<file path="src/sv/svpwm_pkg.sv">
// Shared types and constants of the space-vector PWM duty calculator.
// Used by every module of the block; depends on nothing.
`timescale 1ns / 1ps
`default_nettype none
package svpwm_pkg;

    localparam int unsigned DUTY_W = 16;
    localparam int unsigned EXC_W  = 13;
    localparam int unsigned MO_W   = 15;
    localparam int unsigned COS_W  = 17;
    localparam int unsigned X_W    = 33;
    localparam int unsigned MAG_W  = 32;
    localparam int unsigned QUO_W  = 18;

    localparam logic [15:0] BP0 = 16'd18919;
    localparam logic [15:0] BP1 = 16'd18973;
    localparam logic [15:0] BP2 = 16'd19785;
    localparam logic [15:0] BP3 = 16'd19848;
    localparam logic [14:0] YV0 = 15'd18919;
    localparam logic [14:0] YV1 = 15'd19005;
    localparam logic [14:0] YV2 = 15'd20935;
    localparam logic [14:0] YV3 = 15'd21846;

    localparam logic [63:0] Two32 = 64'h1_0000_0000;
    localparam logic [31:0] RCP1 = 32'((Two32 + 64'(BP1 - BP0) - 64'd1) / 64'(BP1 - BP0));
    localparam logic [31:0] RCP2 = 32'((Two32 + 64'(BP2 - BP1) - 64'd1) / 64'(BP2 - BP1));
    localparam logic [31:0] RCP3 = 32'((Two32 + 64'(BP3 - BP2) - 64'd1) / 64'(BP3 - BP2));

    localparam logic [15:0] DUTY_MIN_RST = 16'd6554;
    localparam logic [15:0] DUTY_MAX_RST = 16'd58982;
    localparam logic [1:0]  CFG_DUTY_MIN = 2'd0;
    localparam logic [1:0]  CFG_DUTY_MAX = 2'd1;

    localparam logic [31:0] NORM_MIN = 32'h4000_0000;

    typedef enum logic [4:0] {
        SEG_LIN = 5'b00001,
        SEG_1   = 5'b00010,
        SEG_2   = 5'b00100,
        SEG_3   = 5'b01000,
        SEG_SAT = 5'b10000
    } t_seg;

endpackage
`default_nettype wire

</file>
<file path="src/sv/svpwm_div.sv">
// Pipelined restoring divider with rounding: round(mag * 2^15 / norm).
// Three quotient bits per register stage, six stages; uses svpwm_pkg.
`timescale 1ns / 1ps
`default_nettype none
module svpwm_div (
    input  wire logic                         i_clk,
    input  wire logic                         i_ce,
    input  wire logic [svpwm_pkg::MAG_W-1:0]  i_mag,
    input  wire logic [svpwm_pkg::MAG_W-1:0]  i_norm,
    output logic [svpwm_pkg::QUO_W-1:0]       o_quo
);
    import svpwm_pkg::*;

    localparam int BitsPerStage = 3;
    localparam int NStage       = QUO_W / BitsPerStage;
    localparam int RemW         = MAG_W + 1;

    logic [47:0] w_dvd;
    logic [RemW-1:0]  r_rem  [NStage];
    logic [QUO_W-1:0] r_low  [NStage];
    logic [MAG_W-1:0] r_norm [NStage];

    assign w_dvd = {1'b0, i_mag, 15'd0} + 48'(i_norm >> 1);

    for (genvar g = 0; g < NStage; g++) begin : g_stage
        logic [RemW-1:0]  w_rem_in;
        logic [QUO_W-1:0] w_low_in;
        logic [MAG_W-1:0] w_norm_in;
        logic [RemW-1:0]  w_rem;
        logic [QUO_W-1:0] w_low;

        if (g == 0) begin : g_first
            assign w_rem_in  = RemW'(w_dvd[47:QUO_W]);
            assign w_low_in  = w_dvd[QUO_W-1:0];
            assign w_norm_in = i_norm;
        end else begin : g_next
            assign w_rem_in  = r_rem[g-1];
            assign w_low_in  = r_low[g-1];
            assign w_norm_in = r_norm[g-1];
        end

        always_comb begin
            w_rem = w_rem_in;
            w_low = w_low_in;
            for (int k = 0; k < BitsPerStage; k++) begin
                w_rem = {w_rem[RemW-2:0], w_low[QUO_W-1]};
                w_low = {w_low[QUO_W-2:0], 1'b0};
                if (w_rem >= RemW'(w_norm_in)) begin
                    w_rem = w_rem - RemW'(w_norm_in);
                    w_low[0] = 1'b1;
                end
            end
        end

        always_ff @(posedge i_clk) begin
            if (i_ce) begin
                r_rem[g]  <= w_rem;
                r_low[g]  <= w_low;
                r_norm[g] <= w_norm_in;
            end
        end
    end

    assign o_quo = r_low[NStage-1];

endmodule
`default_nettype wire

</file>
<file path="config.mk">
export PLATFORM = sky130hd
export DESIGN_NAME = svpwm_div
export DESIGN_NICKNAME = d
export VERILOG_FILES = /design/src/sv/svpwm_pkg.sv /design/src/sv/svpwm_div.sv
export SDC_FILE = /design/constraint.sdc
export NUM_CORES = 2
export LEC_CHECK = 0
export BUFFER_PORTS_ARGS = -buffer_cell sky130_fd_sc_hd__buf_2
export CORE_AREA = 2 2 292 409
export CTS_CLUSTER_SIZE = 24
export DETAILED_ROUTE_END_ITERATION = 8
export DIE_AREA = 0 0 294 411
export GPL_TIMING_DRIVEN = 0
export PLACE_DENSITY = 0.59
export SYNTH_ARGS = -nofsm -noshare
export SYNTH_HDL_FRONTEND = slang
export SYNTH_SLANG_ARGS = --single-unit
</file>
<file path="constraint.sdc">
create_clock -name i_clk -period 20.5 [get_ports i_clk]
set_clock_uncertainty 0.1 [all_clocks]
set_input_delay 3.075 -clock i_clk [delete_from_list [all_inputs] [get_ports i_clk]]
set_output_delay 3.075 -clock i_clk [all_outputs]
set_load 0.01 [all_outputs]
</file>
==> results.py <==
metrics = {
    "layout": {
        "nets": 6056,
        "area_growth_pct": 8.44,
        "layout_common_cells": "ha_1, a21oi_1, edfxtp_1",
        "final_common_cell": "ha_1",
        "drive_gt1_share_pct": 11.6,
        "diodes": 0,
    },
    "run": {
        "maxCapViolCount": 2,
    },
    "worst_hold_path": {
        "min_to": "r_low[4][5]$_DFFE_PP_",
        "min_path_cells": 0,
        "hold_start": "r_low[3][2]$_DFFE_PP_",
        "worstHoldPathType": "register to register",
    },
    "global_routing": {
        "grt_pass1_wl_um": 248000,
        "first_global_vias": 42600,
        "antenna_found_initial": 1,
        "grt_overflow": 0,
        "grt_max_degree": 108,
        "globalRouteTotalUtil_pct": 27.3,
    },
    "logic_synthesis": {
        "yosysWarningCount": 0,
        "syn_inst": 5245,
        "synth_edf_count": 383,
        "synth.distinct_cells": 86,
        "syn_nets": 5920,
        "ys_ff_latch": 383,
        "synth_flop_cell": "edfxtp_1",
        "syn_area_um2": 46600,
        "syn_area_per_cell_um2": 8.88,
        "synth-seq-area-share_pct": 24.7,
        "async_flop_share_pct": 0,
    },
    "sta": {
        "period_share_pct": 96.2,
        "final-hold-violation-count": 0,
        "fmax_mhz": 50.7,
        "slew-limit-headroom_pct": -10.0,
        "rsz0062_at_grt": "no",
        "worst_pin_slew_ns": 1.64,
        "period_needed_ns": 19.71,
        "slew_viol_final": 5,
        "worst_slack_ns": 0.786,
        "setup_viol": 0,
    },
    "critical_path": {
        "r2r-start": "r_norm[1][18]$_DFFE_PP_",
        "endpoint_kind": "register",
        "crit_fanout": 10,
        "reg2reg_to": "r_rem[2][28]$_DFFE_PP_",
        "crit_arrival_ns": 20.00,
        "critPathLaunchType": "input pin",
        "slowest_stage": "o31ai_1",
        "crit_type": "input pin to register",
        "critPathBufInv": 7,
        "r2r_cells": 40,
        "path_common_cell": "a21oi_1",
        "slowest_delay_ns": 1.10,
        "cp.required_ns": 20.79,
        "path_delay_family": "compound AO/OA/AOI/OAI gates",
        "reg2reg_slack_ns": 6.18,
    },
    "placement": {
        "port_buffers": 83,
        "post-place-ws_ns": -0.00968,
        "gp_congestion": 0.978,
        "dp_hpwl_um": 144000,
    },
    "clock_tree": {
        "post-cts-setup-buffers": 0,
        "cts.path.max_buffers": 3,
        "cts_sinks": 383,
        "cts_hold_buffers": 0,
        "cts.htree.levels": 2,
        "numCtsBuffers": 44,
        "post_cts_resize_count": 0,
        "clkTransAtPathRegs_ns": 0.06,
        "cts_tree": "done",
        "clk_latency_ns": 0.64,
        "cts-root-buf": "clkbuf_16",
    },
    "floorplanning": {
        "coreArea_um2": 117000,
        "fp-row-count": 149,
        "die_area_um2": 121000,
        "start_util_pct": 39.7,
        "die_y_um": 411,
        "io_pins": 84,
        "die_w_um": 294,
    },
    "route": {
        "ant_nets": 0,
        "drt_first_pass_iters": 5,
        "vias": 40500,
        "drt_iter0_drc": 1995,
        "wire_per_inst_um": 24.2,
        "viasPerCell": 5.86,
        "drc_errors": 0,
        "wl_um": 167000,
    },
    "run_status": {
        "violations": "max-capacitance violations, max-slew violations",
        "status": "complete, but fails checks",
    },
}
area by class of cell:
type                       count  area, µm²
sequential                   383      11500
buffer                       101        483
clock inverter                27        350
multi-input combinational   4414      33300
tap                         1510       1890
inverter                     347       1300
clock buffer                  52       1130
timing repair buffer          90        539
fill                       11800      66800
layer usage:
layer	global-route usage (%)	part of all wire, %
met5	0	0
met4	29.2	13
met3	1.92	1.8
met2	56.3	56
met1	20.5	29
kinds of logic after synthesis:
group	Yosys count	share of synthesized area (%)
simple gates	1299	13.6
buf+inv	448	3.84
fa+ha+maj	609	16.7
compound gates	1621	22.4
xor+xnor	482	9.07
flops	383	24.7
mux	403	9.72
synth_stat cells (64+ instances only):
| cell | n | area [µm²] |
|---|---|---|
| ha_1 | 591 | 7390 |
| xor2_1 | 157 | 1380 |
| nor2_1 | 346 | 1300 |
| nand2_1 | 326 | 1220 |
| nand4_1 | 87 | 544 |
| o21bai_1 | 73 | 548 |
| a21o_1 | 279 | 2090 |
| xnor2_1 | 325 | 2850 |
| nand3_1 | 115 | 576 |
| o21ai_0 | 277 | 1390 |
| o21a_1 | 87 | 653 |
| a21oi_1 | 513 | 2570 |
| nor3_1 | 91 | 455 |
| edfxtp_1 | 383 | 11500 |
| inv_1 | 341 | 1280 |
| mux2_2 | 370 | 4170 |
| nor2b_1 | 64 | 400 |
flip-flops by register name, indices dropped and copies added (netlist names):
signal,cells
r_low,95
r_norm,128
r_rem,160
how the worst max path moves through the flow:
stage                from                      to  cells after the start
6_report       i_norm[23]  r_rem[0][29]$_DFFE_PP_                     45
5_1_grt        i_norm[23]  r_rem[0][27]$_DFFE_PP_                     45
4_1_cts        i_norm[24]  r_rem[0][29]$_DFFE_PP_                     45
3_5_place_dp   i_norm[24]  r_rem[0][29]$_DFFE_PP_                     45
3_3_place_gp   i_norm[24]  r_rem[0][31]$_DFFE_PP_                     43
2_1_floorplan    i_mag[0]  r_rem[0][26]$_DFFE_PP_                     46
through the flow:
stage	hold slack (ns)	instances	area (µm²)	utilization (%)	TNS, ns
after global routing	0.314	6924	50500	43.1	0
after CTS	0.314	6924	50500	43.1	0
after global placement	0.304	6838	48900	41.7	-22.97
final	0.313	6924	50500	43.1	0
after detailed placement	0.305	6845	49000	41.8	-0.0102
after floorplan	0.300	5245	46600	-	0
worst reg2reg max path, delay by kind of cell (launching register included):
| family | cells | cell delay (ns) |
|---|---|---|
| AOI/OAI and AO/OA | 20 | 5.74 |
| adders and majority gates | 3 | 1.22 |
| buffers and inverters | 8 | 3.33 |
| DFF | 1 | 0.38 |
| muxes | 1 | 0.31 |
| and+or+nand+nor | 8 | 2.99 |
Power is left out: the tool's default activity adds up to more than one toggle a clock period on the data nets, which glitch-free logic cannot reach.
