## src/sv/svpwm_pkg.sv

```systemverilog
// Shared types and constants of the space-vector PWM duty calculator.
// Used by every module of the block; depends on nothing.
`timescale 1ns / 1ps
`default_nettype none
package svpwm_pkg;

    localparam int unsigned DUTY_W = 16;
    localparam int unsigned EXC_W  = 13;
    localparam int unsigned MO_W   = 15;
    localparam int unsigned COS_W  = 17;
    localparam int unsigned X_W    = 33;
    localparam int unsigned MAG_W  = 32;
    localparam int unsigned QUO_W  = 18;

    localparam logic [15:0] BP0 = 16'd18919;
    localparam logic [15:0] BP1 = 16'd18973;
    localparam logic [15:0] BP2 = 16'd19785;
    localparam logic [15:0] BP3 = 16'd19848;
    localparam logic [14:0] YV0 = 15'd18919;
    localparam logic [14:0] YV1 = 15'd19005;
    localparam logic [14:0] YV2 = 15'd20935;
    localparam logic [14:0] YV3 = 15'd21846;

    localparam logic [63:0] Two32 = 64'h1_0000_0000;
    localparam logic [31:0] RCP1 = 32'((Two32 + 64'(BP1 - BP0) - 64'd1) / 64'(BP1 - BP0));
    localparam logic [31:0] RCP2 = 32'((Two32 + 64'(BP2 - BP1) - 64'd1) / 64'(BP2 - BP1));
    localparam logic [31:0] RCP3 = 32'((Two32 + 64'(BP3 - BP2) - 64'd1) / 64'(BP3 - BP2));

    localparam logic [15:0] DUTY_MIN_RST = 16'd6554;
    localparam logic [15:0] DUTY_MAX_RST = 16'd58982;
    localparam logic [1:0]  CFG_DUTY_MIN = 2'd0;
    localparam logic [1:0]  CFG_DUTY_MAX = 2'd1;

    localparam logic [31:0] NORM_MIN = 32'h4000_0000;

    typedef enum logic [4:0] {
        SEG_LIN = 5'b00001,
        SEG_1   = 5'b00010,
        SEG_2   = 5'b00100,
        SEG_3   = 5'b01000,
        SEG_SAT = 5'b10000
    } t_seg;

endpackage
`default_nettype wire

```

## src/sv/svpwm_ovm_map.sv

```systemverilog
// Overmodulation map of the modulation index and the excess voltage.
// Three register stages; uses svpwm_pkg.
`timescale 1ns / 1ps
`default_nettype none
module svpwm_ovm_map (
    input  wire logic                       i_clk,
    input  wire logic                       i_ce,
    input  wire logic [15:0]                i_m,
    input  wire logic [11:0]                i_vdc,
    output logic [svpwm_pkg::MO_W-1:0]      o_mo,
    output logic [svpwm_pkg::EXC_W-1:0]     o_excess,
    output logic                            o_sat
);
    import svpwm_pkg::*;

    t_seg        n_seg;
    logic [15:0] n_base;
    logic [10:0] n_dy;
    logic [15:0] w_dm;

    t_seg        r1_seg;
    logic [15:0] r1_m;
    logic [20:0] r1_v;
    logic [27:0] r1_exc;
    t_seg        r2_seg;
    logic [15:0] r2_m;
    logic [14:0] r2_q;
    logic [EXC_W-1:0] r2_exc;

    logic [31:0] w_rcp;
    logic [14:0] w_ya;
    logic [52:0] w_prod;

    always_comb begin
        if (i_m < BP0) begin
            n_seg = SEG_LIN; n_base = BP0; n_dy = 11'd0;
        end else if (i_m < BP1) begin
            n_seg = SEG_1; n_base = BP0; n_dy = 11'(YV1 - YV0);
        end else if (i_m < BP2) begin
            n_seg = SEG_2; n_base = BP1; n_dy = 11'(YV2 - YV1);
        end else if (i_m < BP3) begin
            n_seg = SEG_3; n_base = BP2; n_dy = 11'(YV3 - YV2);
        end else begin
            n_seg = SEG_SAT; n_base = BP3; n_dy = 11'd0;
        end
        w_dm = i_m - n_base;
    end

    always_comb begin
        case (r1_seg)
            SEG_1:   w_rcp = RCP1;
            SEG_2:   w_rcp = RCP2;
            SEG_3:   w_rcp = RCP3;
            default: w_rcp = '0;
        endcase
        w_prod = 53'(r1_v) * 53'(w_rcp);
    end

    always_comb begin
        case (r2_seg)
            SEG_1:   w_ya = YV0;
            SEG_2:   w_ya = YV1;
            SEG_3:   w_ya = YV2;
            default: w_ya = '0;
        endcase
    end

    always_ff @(posedge i_clk) begin
        if (i_ce) begin
            r1_seg <= n_seg;
            r1_m   <= i_m;
            r1_v   <= 21'(w_dm[9:0] * n_dy);
            r1_exc <= (n_seg == SEG_SAT) ? 28'(w_dm * 28'(i_vdc)) : '0;

            r2_seg <= r1_seg;
            r2_m   <= r1_m;
            r2_q   <= w_prod[46:32];
            r2_exc <= (r1_exc[27:15] > 13'h1FFF) ? 13'h1FFF : r1_exc[27:15];

            case (r2_seg)
                SEG_LIN: o_mo <= r2_m[14:0];
                SEG_SAT: o_mo <= YV3;
                default: o_mo <= w_ya + r2_q;
            endcase
            o_excess <= r2_exc;
            o_sat    <= (r2_seg == SEG_SAT);
        end
    end

endmodule
`default_nettype wire

```

## config.mk

```make
export PLATFORM = sky130hd
export DESIGN_NAME = svpwm_ovm_map
export DESIGN_NICKNAME = d
export VERILOG_FILES = /design/src/sv/svpwm_pkg.sv /design/src/sv/svpwm_ovm_map.sv
export SDC_FILE = /design/constraint.sdc
export NUM_CORES = 2
export LEC_CHECK = 0
export BUFFER_PORTS_ARGS = -buffer_cell sky130_fd_sc_hd__buf_2
export CORE_AREA = 2 2 252 254
export DETAILED_ROUTE_END_ITERATION = 10
export DIE_AREA = 0 0 254 256
export SYNTH_ARGS = -nofsm -noshare
export SYNTH_HDL_FRONTEND = slang
export SYNTH_SLANG_ARGS = --single-unit
```

## constraint.sdc

```tcl
create_clock -name i_clk -period 30.2 [get_ports i_clk]
set_input_delay 3.02 -clock i_clk [delete_from_list [all_inputs] [get_ports i_clk]]
set_output_delay 3.02 -clock i_clk [all_outputs]
set_load 0.005 [all_outputs]
```

==> impl_results.md <==
* Most common cell after layout, fill and taps aside: inv_1
* Synthesized cell area at 27800 um2
* # resized after CTS at 0
* Ys async rst share at 0
* Startpoint Class: input port
* DRT iter0 DRCs at 1272
* WHS at 0.418 ns
* Share of post-route cells with drive strength above 1 at 0.0478
* Detailed Route WL at 69000 um
* Clock power frac at 0.090
* Flop2flop setup slack at 20.58 ns
* Hold Path Origin: r2_exc[7]$_SDFFCE_PN1P_
* Post-route ant nets at 0
* Number of synthesized register bits at 131
* Die X at 254 um
* Psw at 1.05 mW
* Worst hold path type: register to register
* Status: finished clean
* Synth Flop Type: edfxtp_1
* Data required time of the worst path at 30.40 ns
* Distinct cell type count after synthesis at 65
* DR DRC count at 0
* Vias in the first global route at 20590
* Delay-heaviest family, CP: compound AO/OA/AOI/OAI gates
* CTS Buf Count at 17
* Antenna violations before repair at 6
* Wire per inst at 18.7 um
* Post-Syn Nets at 3766
* Final setup TNS at 0 ns
* Critical path fanouts, max at 26
* Grt total ovfl at 0
* Pins Over Slew Limit at 0
* Final setup skew at 0.0140 ns
* Total Nets Final at 3782
* Max Cap Violations at 0
* IO Pins at 59
* Hold buffers post-CTS at 0
* Met3 GRT Util at 0.0262
* Slew HR at 0.191
* Hold path depth at 0
* Most frequent CP cell: fa_1
* RR Endpoint: r2_q[14]$_DFFE_PP_
* Worst path max stage delay at 0.99 ns
* Dominant cells by area after synthesis: fa_1, ha_1, edfxtp_1
* Area delta synth->final at 6.22%
* Die Area at 65000 um2
* TritonCTS clock tree: yes
* FMAX at 0.0787 GHz
* Met1 Usage GRT at 0.287
* Total track usage at 0.223
* Power Density at 70.7 nW/um2
* TritonCTS sink count at 131
* Post-layout minimum cycle time at 12.71 ns
* Flop pwr share at 0.150
* Sw Ratio at 0.501
* Fin crit share at 0.421
* Ys Warns at 0
* CP max-delay cell: xnor2_1
* Total power at 2.09 mW
* TritonRoute pass-1 iters at 6
* Busiest metal layer after global routing: met2
* CTS Buffer Depth at 2
* Sequential area share after synthesis at 0.142
* Pin count of the biggest net entering global routing at 67
* Port Buffers at 58
* Worst Path Buf+Inv at 5
* Kind of critical path: input port to register
* Most frequent cells in the layout: inv_1, fa_1, ha_1
* Tightest Pin Transition at 1.21 ns
* Top cell type's share of synthesized area at 0.381
* Unrepaired setup endpoints after global routing: false
* Reg clk slew, reported paths at 0.06 ns
* Starting density of the core at 0.445
* Comb pwr share at 0.760
* Hold Fails Final Rpt at 0
* Routability Congestion at 1.00
* Syn Inst Count at 2820
* Leakage at 16.3 nW
* Worst vdd ir at 0.000163 V
* CTS Root Cell: clkbuf_16
* Setup violators final at 0
* M2 GR Usage at 0.392
* Dpl hpwl at 59800 um
* Post-synth EDFFs at 131
* Clock Latency Late Sink at 0.44 ns
* DR vias at 18813
* First-pass GRT wire length at 112000 um
* Int Power at 1.04 mW
* Crit. End Element: register
* Reg-to-reg critical path startpoint: r1_seg[3]$_DFFE_PP_
* Cell Rows at 92
* Worst reg2reg path depth at 27
* Vias/cell at 5.09
* Critical path arrival at 12.91 ns
* Synth Area per Inst at 9.85 um2
* Hold EP: o_excess[7]$_DFFE_PP_
* Postcts setup bufs at 0
* Leading area contributor after synthesis: fa_1
* Total core area at 62400 um2
* Die Y at 256 um
* H-tree Lvls at 4
cell families (layout without fill, tap and decap cells):
group	count (synthesis)	after routing	synth area share
compound gates	250	250	0.0602
xor+xnor	72	72	0.0232
other cells	0	1	0
buf+inv	829	857	0.112
fa+ha+maj	916	916	0.555
simple gates	622	622	0.108
flops	131	131	0.142
worst max-delay path by stage:
| stage | from | end | slack, ns | cells after the start |
|---|---|---|---|---|
| 4_1_cts | i_m[12] | r1_exc[23]$_SDFFCE_PP0P_ | 17.52 | 35 |
| 5_1_grt | i_m[12] | r1_exc[25]$_SDFFCE_PP0P_ | 16.58 | 36 |
| 6_report | i_m[12] | r1_exc[23]$_SDFFCE_PP0P_ | 17.49 | 35 |
| 3_5_place_dp | i_m[12] | r1_exc[23]$_SDFFCE_PP0P_ | 17.11 | 35 |
| 3_3_place_gp | i_m[12] | r1_exc[25]$_SDFFCE_PP0P_ | 17.42 | 36 |
| 2_1_floorplan | i_m[15] | r1_exc[23]$_SDFFCE_PP0P_ | 18.57 | 35 |
power by group through the flow:
stage | logic (mW) | registers, mW | clock network (mW)
floorplan | 1.17 | 0.304 | 0
global placement | 1.57 | 0.315 | 0
detailed placement | 1.60 | 0.315 | 0
CTS | 1.62 | 0.312 | 0.193
global route | 1.84 | 0.315 | 0.200
finish | 1.59 | 0.312 | 0.188
layer usage:
layer	vias up	wire length, um
li1	8762	-
met1	9442	28600
met2	488	35200
met3	111	3100
met4	10	2040
met5	-	73
layout make-up:
class	count	area, um2
diodes	1	2.50
multi-input cells	1860	20700
well taps	846	1060
clock buffers	17	425
repair buffers	73	405
fillers	5943	32900
inverters	753	2830
flip-flops and latches	131	3930
clock inverters	14	104
worst reg2reg max path, stage by stage, from the launching register on:
cell and delay [ns]:
edfxtp_1 0.55, nor4_1 0.70, and2_2 0.57, nand2_1 0.29
inv_1 0.28, nor2_1 0.13, inv_1 0.20, nor2_1 0.13
fa_1 0.54, inv_1 0.05, fa_1 0.54, fa_1 0.44
fa_1 0.49, fa_1 0.51, fa_1 0.50, inv_1 0.09
fa_1 0.49, inv_1 0.04, ha_1 0.38, nand2_1 0.08
nor3_1 0.26, o2111ai_1 0.19, a311oi_1 0.74, nor3_1 0.24
a31oi_1 0.38, nand3_1 0.16, a31oi_1 0.21, xnor2_1 0.15
cells in the mapped netlist (4+ instances only):
master,instances
a211oi_1,10
a21o_1,27
a21o_2,4
a21oi_1,58
a22o_1,5
a31oi_1,10
and2_1,60
and3_1,10
and3_2,4
and3b_1,7
and4_1,4
buf_1,4
clkbuf_1,70
edfxtp_1,131
fa_1,528
ha_1,388
inv_1,753
nand2_1,247
nand2b_1,27
nand3_1,24
nand3b_1,16
nand4_1,16
nor2_1,126
nor2b_1,20
nor3_1,19
nor4_1,7
nor4bb_1,4
o2111ai_1,4
o211ai_1,13
o21a_1,15
o21ai_0,45
o21bai_1,10
o31a_1,5
o31ai_1,14
or2_2,12
or3_1,8
or4_1,4
xnor2_1,45
xor2_1,26
sequential cells by signal (all words and copies together), names as in the netlist:
name      flops
o_excess     13
o_mo         15
o_sat         1
r1_exc       13
r1_m         15
r1_seg        5
r1_v         21
r2_exc       13
r2_m         15
r2_q         15
r2_seg        5
metrics by stage:
step	cell area (um2)	utilization	setup WS [ns]	cells
final	29500	0.473	17.49	3695
after global routing	29500	0.473	16.58	3695
after CTS	29500	0.473	17.52	3694
after detailed placement	29000	0.464	17.11	3663
after global placement	29000	0.464	17.42	3663
after floorplan	27800	-	18.57	2820
Note: power is estimated with default switching activity, not from simulation.
